[src/rtl/assert_macros.svh]
// assertion macros shared by the rtl modules
`ifndef ASSERT_MACROS_SVH
`define ASSERT_MACROS_SVH

// antecedent implies consequent in the same cycle
`define ASSERT_IMPL(label, ante, cons) \
    label: assert property (@(posedge i_clk) disable iff (!i_rst_n) (ante) |-> (cons)) \
        else $error("assertion failed");

// antecedent implies consequent in the next cycle
`define ASSERT_NEXT(label, ante, cons) \
    label: assert property (@(posedge i_clk) disable iff (!i_rst_n) (ante) |=> (cons)) \
        else $error("assertion failed");

`endif

[src/rtl/ucd_pkg.sv]
// shared types and constants of the cross detector
package ucd_pkg;

    localparam int PIX_W      = 8;
    localparam int COORD_W    = 4;
    localparam int CROSS_W    = 4;
    localparam int GRID_W     = 5;
    localparam int ARM_W      = CROSS_W - 1;
    localparam int CFG_IDX_W  = 1;
    localparam int CFG_DATA_W = GRID_W;

    localparam logic [CROSS_W-1:0] CROSS_RST = 4'd3;
    localparam logic [GRID_W-1:0]  GRID_RST  = 5'd10;

    typedef enum logic [CFG_IDX_W-1:0] {
        CFG_CROSS_SIZE = 1'b0,
        CFG_GRID_SIZE  = 1'b1
    } t_cfg_idx;

    typedef struct packed {
        logic             busy;
        logic             done;
        logic             hit;
        logic [PIX_W-1:0] label;
    } t_scan_res;

endpackage

[src/rtl/ucd_ram.sv]
// generic simple dual port ram with registered read
module ucd_ram #(
    parameter int WIDTH = 8,
    parameter int DEPTH = 256
) (
    input  logic                     i_clk,
    input  logic                     i_we,
    input  logic [$clog2(DEPTH)-1:0] i_waddr,
    input  logic [WIDTH-1:0]         i_wdata,
    input  logic                     i_re,
    input  logic [$clog2(DEPTH)-1:0] i_raddr,
    output logic [WIDTH-1:0]         o_rdata
);

    logic [WIDTH-1:0] r_mem [DEPTH];
    logic [WIDTH-1:0] r_rdata;

    always_ff @(posedge i_clk) begin
        if (i_we) begin
            r_mem[i_waddr] <= i_wdata;
        end
        if (i_re) begin
            r_rdata <= r_mem[i_raddr];
        end
    end

    assign o_rdata = r_rdata;

endmodule

[src/rtl/ucd_scan.sv]
// read sequencer that checks the centre and the four arms of one candidate
`include "assert_macros.svh"

module ucd_scan #(
    parameter int GRID_SIZE = 16
) (
    input  logic                                    i_clk,
    input  logic                                    i_rst_n,
    input  logic                                    i_start,
    input  logic [$clog2(GRID_SIZE)-1:0]            i_row,
    input  logic [$clog2(GRID_SIZE)-1:0]            i_col,
    input  logic [ucd_pkg::ARM_W-1:0]               i_arm,
    output logic                                    o_re,
    output logic [$clog2(GRID_SIZE*GRID_SIZE)-1:0]  o_raddr,
    input  logic [ucd_pkg::PIX_W-1:0]               i_rdata,
    output ucd_pkg::t_scan_res                      o_res
);
    import ucd_pkg::*;

    localparam int POS_W  = $clog2(GRID_SIZE);
    localparam int ADDR_W = $clog2(GRID_SIZE * GRID_SIZE);
    localparam int LEFT_W = ARM_W + 3;

    typedef enum logic [1:0] {
        DIR_DOWN,
        DIR_UP,
        DIR_RIGHT,
        DIR_LEFT
    } t_dir;

    logic              r_busy;
    logic [POS_W-1:0]  r_cr;
    logic [POS_W-1:0]  r_cc;
    logic [ARM_W-1:0]  r_arm;
    t_dir              r_dir;
    logic [ARM_W-1:0]  r_step;
    logic [LEFT_W-1:0] r_left;
    logic              r_dvld;
    logic              r_first;
    logic              r_fail;
    logic [PIX_W-1:0]  r_lab;

    logic [POS_W-1:0]  rd_row;
    logic [POS_W-1:0]  rd_col;
    logic              rd_en;

    assign rd_en = r_busy && (r_left != '0);

    always_comb begin
        rd_row = r_cr;
        rd_col = r_cc;
        case (r_dir)
            DIR_DOWN:  rd_row = r_cr + POS_W'(r_step);
            DIR_UP:    rd_row = r_cr - POS_W'(r_step);
            DIR_RIGHT: rd_col = r_cc + POS_W'(r_step);
            DIR_LEFT:  rd_col = r_cc - POS_W'(r_step);
            default: ;
        endcase
    end

    assign o_re    = rd_en;
    assign o_raddr = ADDR_W'(ADDR_W'(rd_row) * ADDR_W'(GRID_SIZE)) + ADDR_W'(rd_col);

    always_ff @(posedge i_clk) begin
        if (!i_rst_n) begin
            r_busy <= 1'b0;
            r_dvld <= 1'b0;
            r_left <= '0;
        end else if (i_start) begin
            r_busy  <= 1'b1;
            r_cr    <= i_row;
            r_cc    <= i_col;
            r_arm   <= i_arm;
            r_dir   <= DIR_DOWN;
            r_step  <= '0;
            r_left  <= LEFT_W'({i_arm, 2'b00}) + LEFT_W'(1);
            r_dvld  <= 1'b0;
            r_first <= 1'b1;
            r_fail  <= 1'b0;
        end else if (r_busy) begin
            r_dvld <= rd_en;
            if (rd_en) begin
                r_left <= r_left - LEFT_W'(1);
                if (r_step == r_arm) begin
                    r_step <= ARM_W'(1);
                    r_dir  <= t_dir'(r_dir + 2'd1);
                end else begin
                    r_step <= r_step + ARM_W'(1);
                end
            end
            if (r_dvld) begin
                if (r_first) begin
                    r_first <= 1'b0;
                    r_lab   <= i_rdata;
                    if (i_rdata == '0) begin
                        r_fail <= 1'b1;
                    end
                end else if (i_rdata != r_lab) begin
                    r_fail <= 1'b1;
                end
            end
            if (!rd_en && !r_dvld) begin
                r_busy <= 1'b0;
            end
        end
    end

    assign o_res.busy  = r_busy;
    assign o_res.done  = r_busy && (r_left == '0) && !r_dvld;
    assign o_res.hit   = !r_fail;
    assign o_res.label = r_lab;

    `ASSERT_IMPL(a_start_idle, i_start, !r_busy)
    `ASSERT_IMPL(a_data_in_scan, r_dvld, r_busy)
    `ASSERT_NEXT(a_done_ends, o_res.done && !i_start, !r_busy)

endmodule

[src/rtl/uniform_cross_detector.sv]
// top level of the cross detector: config, raster position, frame store, result register
`include "assert_macros.svh"

// Cells arrive in raster order and are written into a frame store of GRID_SIZE x GRID_SIZE
// labels. An item that does not complete a candidate cross leaves o_stall low. An item
// that is the bottom arm end of a candidate centre starts a check that reads the centre and
// the 4*arm arm cells through the single read port of the frame store, one read per cycle,
// and o_stall stays high until the check ends; a found cross waits there too while the previous
// result has not been taken. The frame store holds no reset value: a grid size change in mid
// frame that makes a check read a cell never written gives an undefined result. Configuration
// writes are always taken (o_cfg_ready high).
module uniform_cross_detector #(
    parameter int GRID_SIZE = 16,
    parameter int MAX_ARM   = 4
) (
    input  logic                             i_clk,
    input  logic                             i_rst_n,
    input  logic                             i_valid,
    output logic                             o_stall,
    input  logic [ucd_pkg::PIX_W-1:0]        i_pixel_value,
    input  logic                             i_start_of_frame,
    output logic                             o_valid,
    input  logic                             i_stall,
    output logic [ucd_pkg::COORD_W-1:0]      o_center_row,
    output logic [ucd_pkg::COORD_W-1:0]      o_center_col,
    output logic [ucd_pkg::PIX_W-1:0]        o_cross_value,
    input  logic                             i_cfg_valid,
    output logic                             o_cfg_ready,
    input  logic [ucd_pkg::CFG_IDX_W-1:0]    i_cfg_index,
    input  logic [ucd_pkg::CFG_DATA_W-1:0]   i_cfg_data
);
    import ucd_pkg::*;

    localparam int POS_W  = $clog2(GRID_SIZE);
    localparam int CNT_W  = $clog2(GRID_SIZE + 1);
    localparam int CMP_W  = (CNT_W > GRID_W) ? CNT_W : GRID_W;
    localparam int SUM_W  = CMP_W + 1;
    localparam int ADDR_W = $clog2(GRID_SIZE * GRID_SIZE);
    localparam int DEPTH  = GRID_SIZE * GRID_SIZE;

    typedef enum logic [1:0] {
        S_IDLE,
        S_SCAN,
        S_HOLD
    } t_state;

    t_state             r_state;
    logic [CROSS_W-1:0] r_cross_size;
    logic [GRID_W-1:0]  r_grid_size;
    logic [POS_W-1:0]   r_row;
    logic [POS_W-1:0]   r_col;
    logic [POS_W-1:0]   r_cr;
    logic [POS_W-1:0]   r_cc;
    logic [PIX_W-1:0]   r_hold_lab;
    logic               r_out_vld;
    logic [COORD_W-1:0] r_out_row;
    logic [COORD_W-1:0] r_out_col;
    logic [PIX_W-1:0]   r_out_lab;

    logic [CNT_W-1:0]   g_eff;
    logic [ARM_W-1:0]   arm;
    logic [ARM_W-1:0]   arm_raw;
    logic [CNT_W-1:0]   pos_r;
    logic [CNT_W-1:0]   pos_c;
    logic [CNT_W-1:0]   n_row;
    logic [CNT_W-1:0]   n_col;
    logic               in_acc;
    logic               out_free;
    logic               hit_done;
    logic               out_load;
    logic               cand;
    logic [POS_W-1:0]   cand_row;
    logic               scan_start;

    logic               rd_en;
    logic [ADDR_W-1:0]  rd_addr;
    logic [PIX_W-1:0]   rd_data;
    logic [ADDR_W-1:0]  wr_addr;
    t_scan_res          scan_res;

    assign o_stall     = (r_state != S_IDLE);
    assign o_cfg_ready = 1'b1;
    assign in_acc      = i_valid && !o_stall;
    assign out_free    = !r_out_vld || !i_stall;
    assign hit_done    = (r_state == S_SCAN) && scan_res.done && scan_res.hit;
    assign out_load    = (hit_done || (r_state == S_HOLD)) && out_free;

    always_comb begin
        if (r_grid_size == '0) begin
            g_eff = CNT_W'(1);
        end else if (CMP_W'(r_grid_size) > CMP_W'(GRID_SIZE)) begin
            g_eff = CNT_W'(GRID_SIZE);
        end else begin
            g_eff = CNT_W'(r_grid_size);
        end
        arm_raw = r_cross_size[CROSS_W-1:1];
        arm     = (int'(arm_raw) > MAX_ARM) ? ARM_W'(MAX_ARM) : arm_raw;
    end

    // position of this cell, then of the next one
    always_comb begin
        if (i_start_of_frame) begin
            pos_r = '0;
            pos_c = '0;
        end else begin
            pos_r = CNT_W'(r_row);
            pos_c = CNT_W'(r_col);
            if (pos_c >= g_eff) begin
                pos_c = '0;
                pos_r = pos_r + CNT_W'(1);
            end
            if (pos_r >= g_eff) begin
                pos_r = '0;
            end
        end
        n_row = pos_r;
        n_col = pos_c + CNT_W'(1);
        if (n_col >= g_eff) begin
            n_col = '0;
            n_row = pos_r + CNT_W'(1);
            if (n_row >= g_eff) begin
                n_row = '0;
            end
        end
    end

    assign cand = (SUM_W'(pos_r) >= SUM_W'({arm, 1'b0}))
               && (SUM_W'(pos_c) >= SUM_W'(arm))
               && (SUM_W'(pos_c) + SUM_W'(arm) < SUM_W'(g_eff));
    assign cand_row   = POS_W'(SUM_W'(pos_r) - SUM_W'(arm));
    assign scan_start = in_acc && cand;
    assign wr_addr    = ADDR_W'(ADDR_W'(pos_r) * ADDR_W'(GRID_SIZE)) + ADDR_W'(pos_c);

    ucd_ram #(
        .WIDTH (PIX_W),
        .DEPTH (DEPTH)
    ) u_frame (
        .i_clk   (i_clk),
        .i_we    (in_acc),
        .i_waddr (wr_addr),
        .i_wdata (i_pixel_value),
        .i_re    (rd_en),
        .i_raddr (rd_addr),
        .o_rdata (rd_data)
    );

    ucd_scan #(
        .GRID_SIZE (GRID_SIZE)
    ) u_scan (
        .i_clk   (i_clk),
        .i_rst_n (i_rst_n),
        .i_start (scan_start),
        .i_row   (cand_row),
        .i_col   (POS_W'(pos_c)),
        .i_arm   (arm),
        .o_re    (rd_en),
        .o_raddr (rd_addr),
        .i_rdata (rd_data),
        .o_res   (scan_res)
    );

    always_ff @(posedge i_clk) begin
        if (!i_rst_n) begin
            r_state      <= S_IDLE;
            r_cross_size <= CROSS_RST;
            r_grid_size  <= GRID_RST;
            r_row        <= '0;
            r_col        <= '0;
            r_out_vld    <= 1'b0;
        end else begin
            if (i_cfg_valid && o_cfg_ready) begin
                case (t_cfg_idx'(i_cfg_index))
                    CFG_CROSS_SIZE: r_cross_size <= i_cfg_data[CROSS_W-1:0];
                    CFG_GRID_SIZE:  r_grid_size  <= i_cfg_data[GRID_W-1:0];
                    default: ;
                endcase
            end
            if (out_load) begin
                r_out_vld <= 1'b1;
            end else if (r_out_vld && !i_stall) begin
                r_out_vld <= 1'b0;
            end
            case (r_state)
                S_IDLE: begin
                    if (in_acc) begin
                        r_row <= POS_W'(n_row);
                        r_col <= POS_W'(n_col);
                        if (cand) begin
                            r_cr    <= cand_row;
                            r_cc    <= POS_W'(pos_c);
                            r_state <= S_SCAN;
                        end
                    end
                end
                S_SCAN: begin
                    if (scan_res.done) begin
                        if (!scan_res.hit) begin
                            r_state <= S_IDLE;
                        end else if (out_free) begin
                            r_out_row <= COORD_W'(r_cr);
                            r_out_col <= COORD_W'(r_cc);
                            r_out_lab <= scan_res.label;
                            r_state   <= S_IDLE;
                        end else begin
                            r_hold_lab <= scan_res.label;
                            r_state    <= S_HOLD;
                        end
                    end
                end
                S_HOLD: begin
                    if (out_free) begin
                        r_out_row <= COORD_W'(r_cr);
                        r_out_col <= COORD_W'(r_cc);
                        r_out_lab <= r_hold_lab;
                        r_state   <= S_IDLE;
                    end
                end
                default: r_state <= S_IDLE;
            endcase
        end
    end

    assign o_valid       = r_out_vld;
    assign o_center_row  = r_out_row;
    assign o_center_col  = r_out_col;
    assign o_cross_value = r_out_lab;

    `ASSERT_IMPL(a_idle_scan_quiet, r_state == S_IDLE, !scan_res.busy)
    `ASSERT_IMPL(a_hold_full, r_state == S_HOLD, r_out_vld)
    `ASSERT_NEXT(a_hit_loads, hit_done && !r_out_vld, o_valid)

endmodule

[config.mk]
export PLATFORM = sky130hd
export DESIGN_NAME = uniform_cross_detector
export DESIGN_NICKNAME = d
export VERILOG_FILES = /design/src/rtl/ucd_pkg.sv /design/src/rtl/ucd_ram.sv /design/src/rtl/ucd_scan.sv /design/src/rtl/uniform_cross_detector.sv
export VERILOG_INCLUDE_DIRS = /design/src /design/src/rtl
export SDC_FILE = /design/constraint.sdc
export NUM_CORES = 2
export LEC_CHECK = 0
export BUFFER_PORTS_ARGS = -buffer_cell sky130_fd_sc_hd__buf_2
export CORE_MARGIN = 5
export CORE_UTILIZATION = 25
export DETAILED_ROUTE_END_ITERATION = 7
export MAX_ROUTING_LAYER = met4
export PLACE_DENSITY = 0.37
export SETUP_SLACK_MARGIN = 0.3
export SLEW_MARGIN = 20
export SYNTH_ARGS = -nofsm -noshare
export SYNTH_HDL_FRONTEND = slang
export SYNTH_SLANG_ARGS = --single-unit
[constraint.sdc]
create_clock -name i_clk -period 9.68 [get_ports i_clk]
set_input_delay 0.484 -clock i_clk [delete_from_list [all_inputs] [get_ports i_clk]]
set_output_delay 0.484 -clock i_clk [all_outputs]
set_load 0.005 [all_outputs]
==> reports/metrics.yaml <==
outcome: "finished, final reports clean"
grt_use_met2_pct: 24.6
syn_inst: 5569
yosysWarnings: 0
setup_viol: 0
drt-total-wl_microns: 276000
cts_tree: "done"
drive_gt1_share_pct: 13.7
swShare_pct: 24.0
leakage_nw: 31.9
dr.first_iter.drc_count: 4437
synth-xor-area-share_pct: 0.363
powerDensity_nw_per_um2: 212
gp_congestion: 0.782
floorplan.rows: 215
cts.htree.levels: 4
synth.yosys.seq_area_share_pct: 74.4
crit_chain: "nor3_1, nor2_1, nor2_1, ha_1, nand2b_1, a21o_1, a21o_1, a21oi_1, nor2_1, and4_1, xnor2_1, inv_1, ha_1, a21o_1, a211oi_2, nand2_1, inv_2, ha_1, a21o_1, a21oi_1, o211ai_2, nand2_2, inv_2, nor4b_2"
grt_usage_pct: 15.5
min_from: "i_pixel_value[4]"
ios: 39
synth_top_family_by_area: "simple AND/OR/NAND/NOR gates"
nets: 5691
firstDrtPassIters: 6
area_growth_pct: 15.4
cts-root-buf: "clkbuf_16"
start_util_pct: 25.1
synth-seq-cells: 2141
cts_buffer_depth: 4
cts_hold_buffers: 6
critPathMostFrequentCell: "a21o_1"
synth_fa_ha_area_share_pct: 0.936
r2r-start: "r_grid_size[1]$_SDFFE_PN1P_"
rsz0062_at_grt: "no"
yosys-top-cells-area: "edfxtp_1 74%, mux4_2 6.5%, nand2_1 4.8%"
cp-startpoint: "r_grid_size[1]$_SDFFE_PN1P_"
hold_class: "input pin to register"
path_class: "register to register"
yosys.area_share.simple_pct: 11.0
met1_usage_pct: 21.3
grt_overflow_total: 0
chipHeight_microns: 597
layout_common_cells: "2114 x edfxtp_1, 1083 x nand2_1, 478 x nor2_1"
insertion_delay_ns: 0.90
vias: 48300
synth_nets: 5651
crit_required_ns: 10.17
crit_fanout: 11
cts.sinks: 2141
yosysTopAreaCell: "edfxtp_1"
seq_power_share_pct: 48.6
cts_made_buffers: 233
grt_first_pass_wirelength_microns: 388000
layout_worst_path_cycle_share_pct: 80.8
grt_max_degree: 137
hold_viol: 0
yosysUniqueCellTypes: 72
cp.arrival_ns: 8.31
p_clk_share_pct: 42.9
core_sq_um: 343000
max_freq_mhz: 128
fin_cells: 10400
synth.avg_cell_area_sq_um: 15.5
critPathMaxStageDelay_ns: 0.79
slew_viol_final: 0
clk_pin_slew_ns: 0.06
synth_compound_area_share_pct: 4.20
power_switching_mw: 5.04
cts_setup_buffers: 0
peakVddDrop_mv: 0.141
top_usage_layer: "met2"
drv_cap: 0
finalWorstPathRequiredPeriod_ns: 7.82
die_x_microns: 597
synth_mux_area_share_pct: 7.00
wl_per_cell_microns: 26.7
combPwrFrac_pct: 8.5
synth_edf_count: 2114
fin_tns_setup_ns: 0
critPathLaunchType: "register"
internal-power_mw: 16.0
drtAntennaViolNets: 0
final_common_cell: "edfxtp_1"
use_met3_pct: 2.17
grt_pass1_vias: 49300
dp_cells: 9925
ys_async_sr_fraction_pct: 0
yosys_most_used_dff: "edfxtp_1"
tightest_slew_ns: 1.16
syn_area_sq_um: 86100
numPortBuffers: 37
slowest_stage: "nor4b_2"
dp_hpwl_microns: 164000
cts_resized: 0
fin_skew_ns: 0.0443
viasPerCell: 4.67
die_area_sq_um: 356000
synth_top_area_share_pct: 73.8
maxSlewHeadroom_pct: 22.1
drc_errors: 0
cp-end-kind: "register"
antenna_found_initial: 17
[synth_stat cells (all sizes together) (4+ instances only)]
library cell,count
nor4,24
nand3,237
xnor2,15
nand2b,8
nor2,478
a21o,15
nor2b,7
nand2,1102
mux2,12
o22ai,30
fa,4
clkbuf,154
a31oi,8
buf,197
and3,174
ha,58
mux4,248
or3b,4
nor3,77
nand4,22
a311oi,256
xor2,19
a22oi,5
o211ai,8
dfxtp,27
a21oi,32
o21ai,12
mux2i,28
edfxtp,2114
a2111oi,16
and2,59
inv,36
a211oi,56
[cell families after synthesis]
logic type | Yosys count
other cells | 1
fa+ha+maj | 62
simple gates | 2202
xor+xnor | 34
mux | 288
flops | 2141
buf+inv | 388
compound gates | 453
[metrics by stage]
stage / power (mW) / instance area [sq um] / setup WS (ns) / util, % / hold WS, ns
after floorplan: 11.4 / 86100 / 3.39 / - / 0.400
after global placement: 12.2 / 91700 / 1.80 / 26.7 / 0.409
after detailed placement: 12.2 / 91700 / 1.85 / 26.7 / 0.415
after CTS: 21.3 / 99300 / 1.73 / 29.0 / 0.0253
after global routing: 21.8 / 99300 / 1.23 / 29.0 / 0.0401
final: 21.0 / 99300 / 1.86 / 29.0 / 0.0488
[power by group through the flow]
stage          logic (mW)  clock network, mW  registers, mW
6_report             1.78               9.01           10.2
5_1_grt              1.92               9.65           10.2
4_1_cts              1.83               9.27           10.2
3_5_place_dp         1.82                  0           10.4
3_3_place_gp         1.83                  0           10.4
2_1_floorplan       0.974                  0           10.4
[state kept, by name, indices dropped and copies added, names as in the netlist, 5 cells and up]
| signal | cells |
|---|---|
| o_cross_value | 8 |
| u_frame.o_rdata | 8 |
| r_hold_lab | 8 |
| u_frame.r_mem | 2048 |
| u_scan.r_left | 6 |
| u_scan.r_lab | 8 |
| r_grid_size | 5 |
[critical path, delay by kind of cell (launching register included)]
kind,cells,cell delay (ns)
and+or+nand+nor,9,2.49
AOI/OAI and AO/OA,8,2.01
adders and majority gates,3,1.01
buffers and inverters,3,0.85
xor gates and xnor gates,1,0.76
DFF,1,0.32
[area by class of cell]
| cell class | instances | area (sq um) |
|---|---|---|
| Antenna cell | 5 | 12.5 |
| Clock buffer | 277 | 6090 |
| Clock inverter | 138 | 1470 |
| Fill cell | 34300 | 244000 |
| Inverter | 37 | 139 |
| Multi-Input combinational cell | 3040 | 20500 |
| Sequential cell | 2141 | 64000 |
| Tap cell | 4557 | 5700 |
| Timing Repair Buffer | 156 | 1410 |
[worst paths after layout]
check	endpoint	slack (ns)	cells past startpoint
min reg2reg	o_center_col[2]$_DFFE_PP_	0.42	0
max reg2reg	u_scan.r_lab[7]$_DFFE_PP_	1.86	24
max	u_scan.r_lab[7]$_DFFE_PP_	1.86	24
min	u_frame.r_mem[11][4]$_DFFE_PP_	0.05	1
[metal layers]
layer	part of all wire (%)	routed length, microns	vias up
li1	-	-	21400
met1	46	128000	25500
met2	47	130000	1076
met3	4.3	12000	339
met4	2.2	6010	0
met5	0	0	-
No activity file was read; power rests on OpenSTA's default activity.
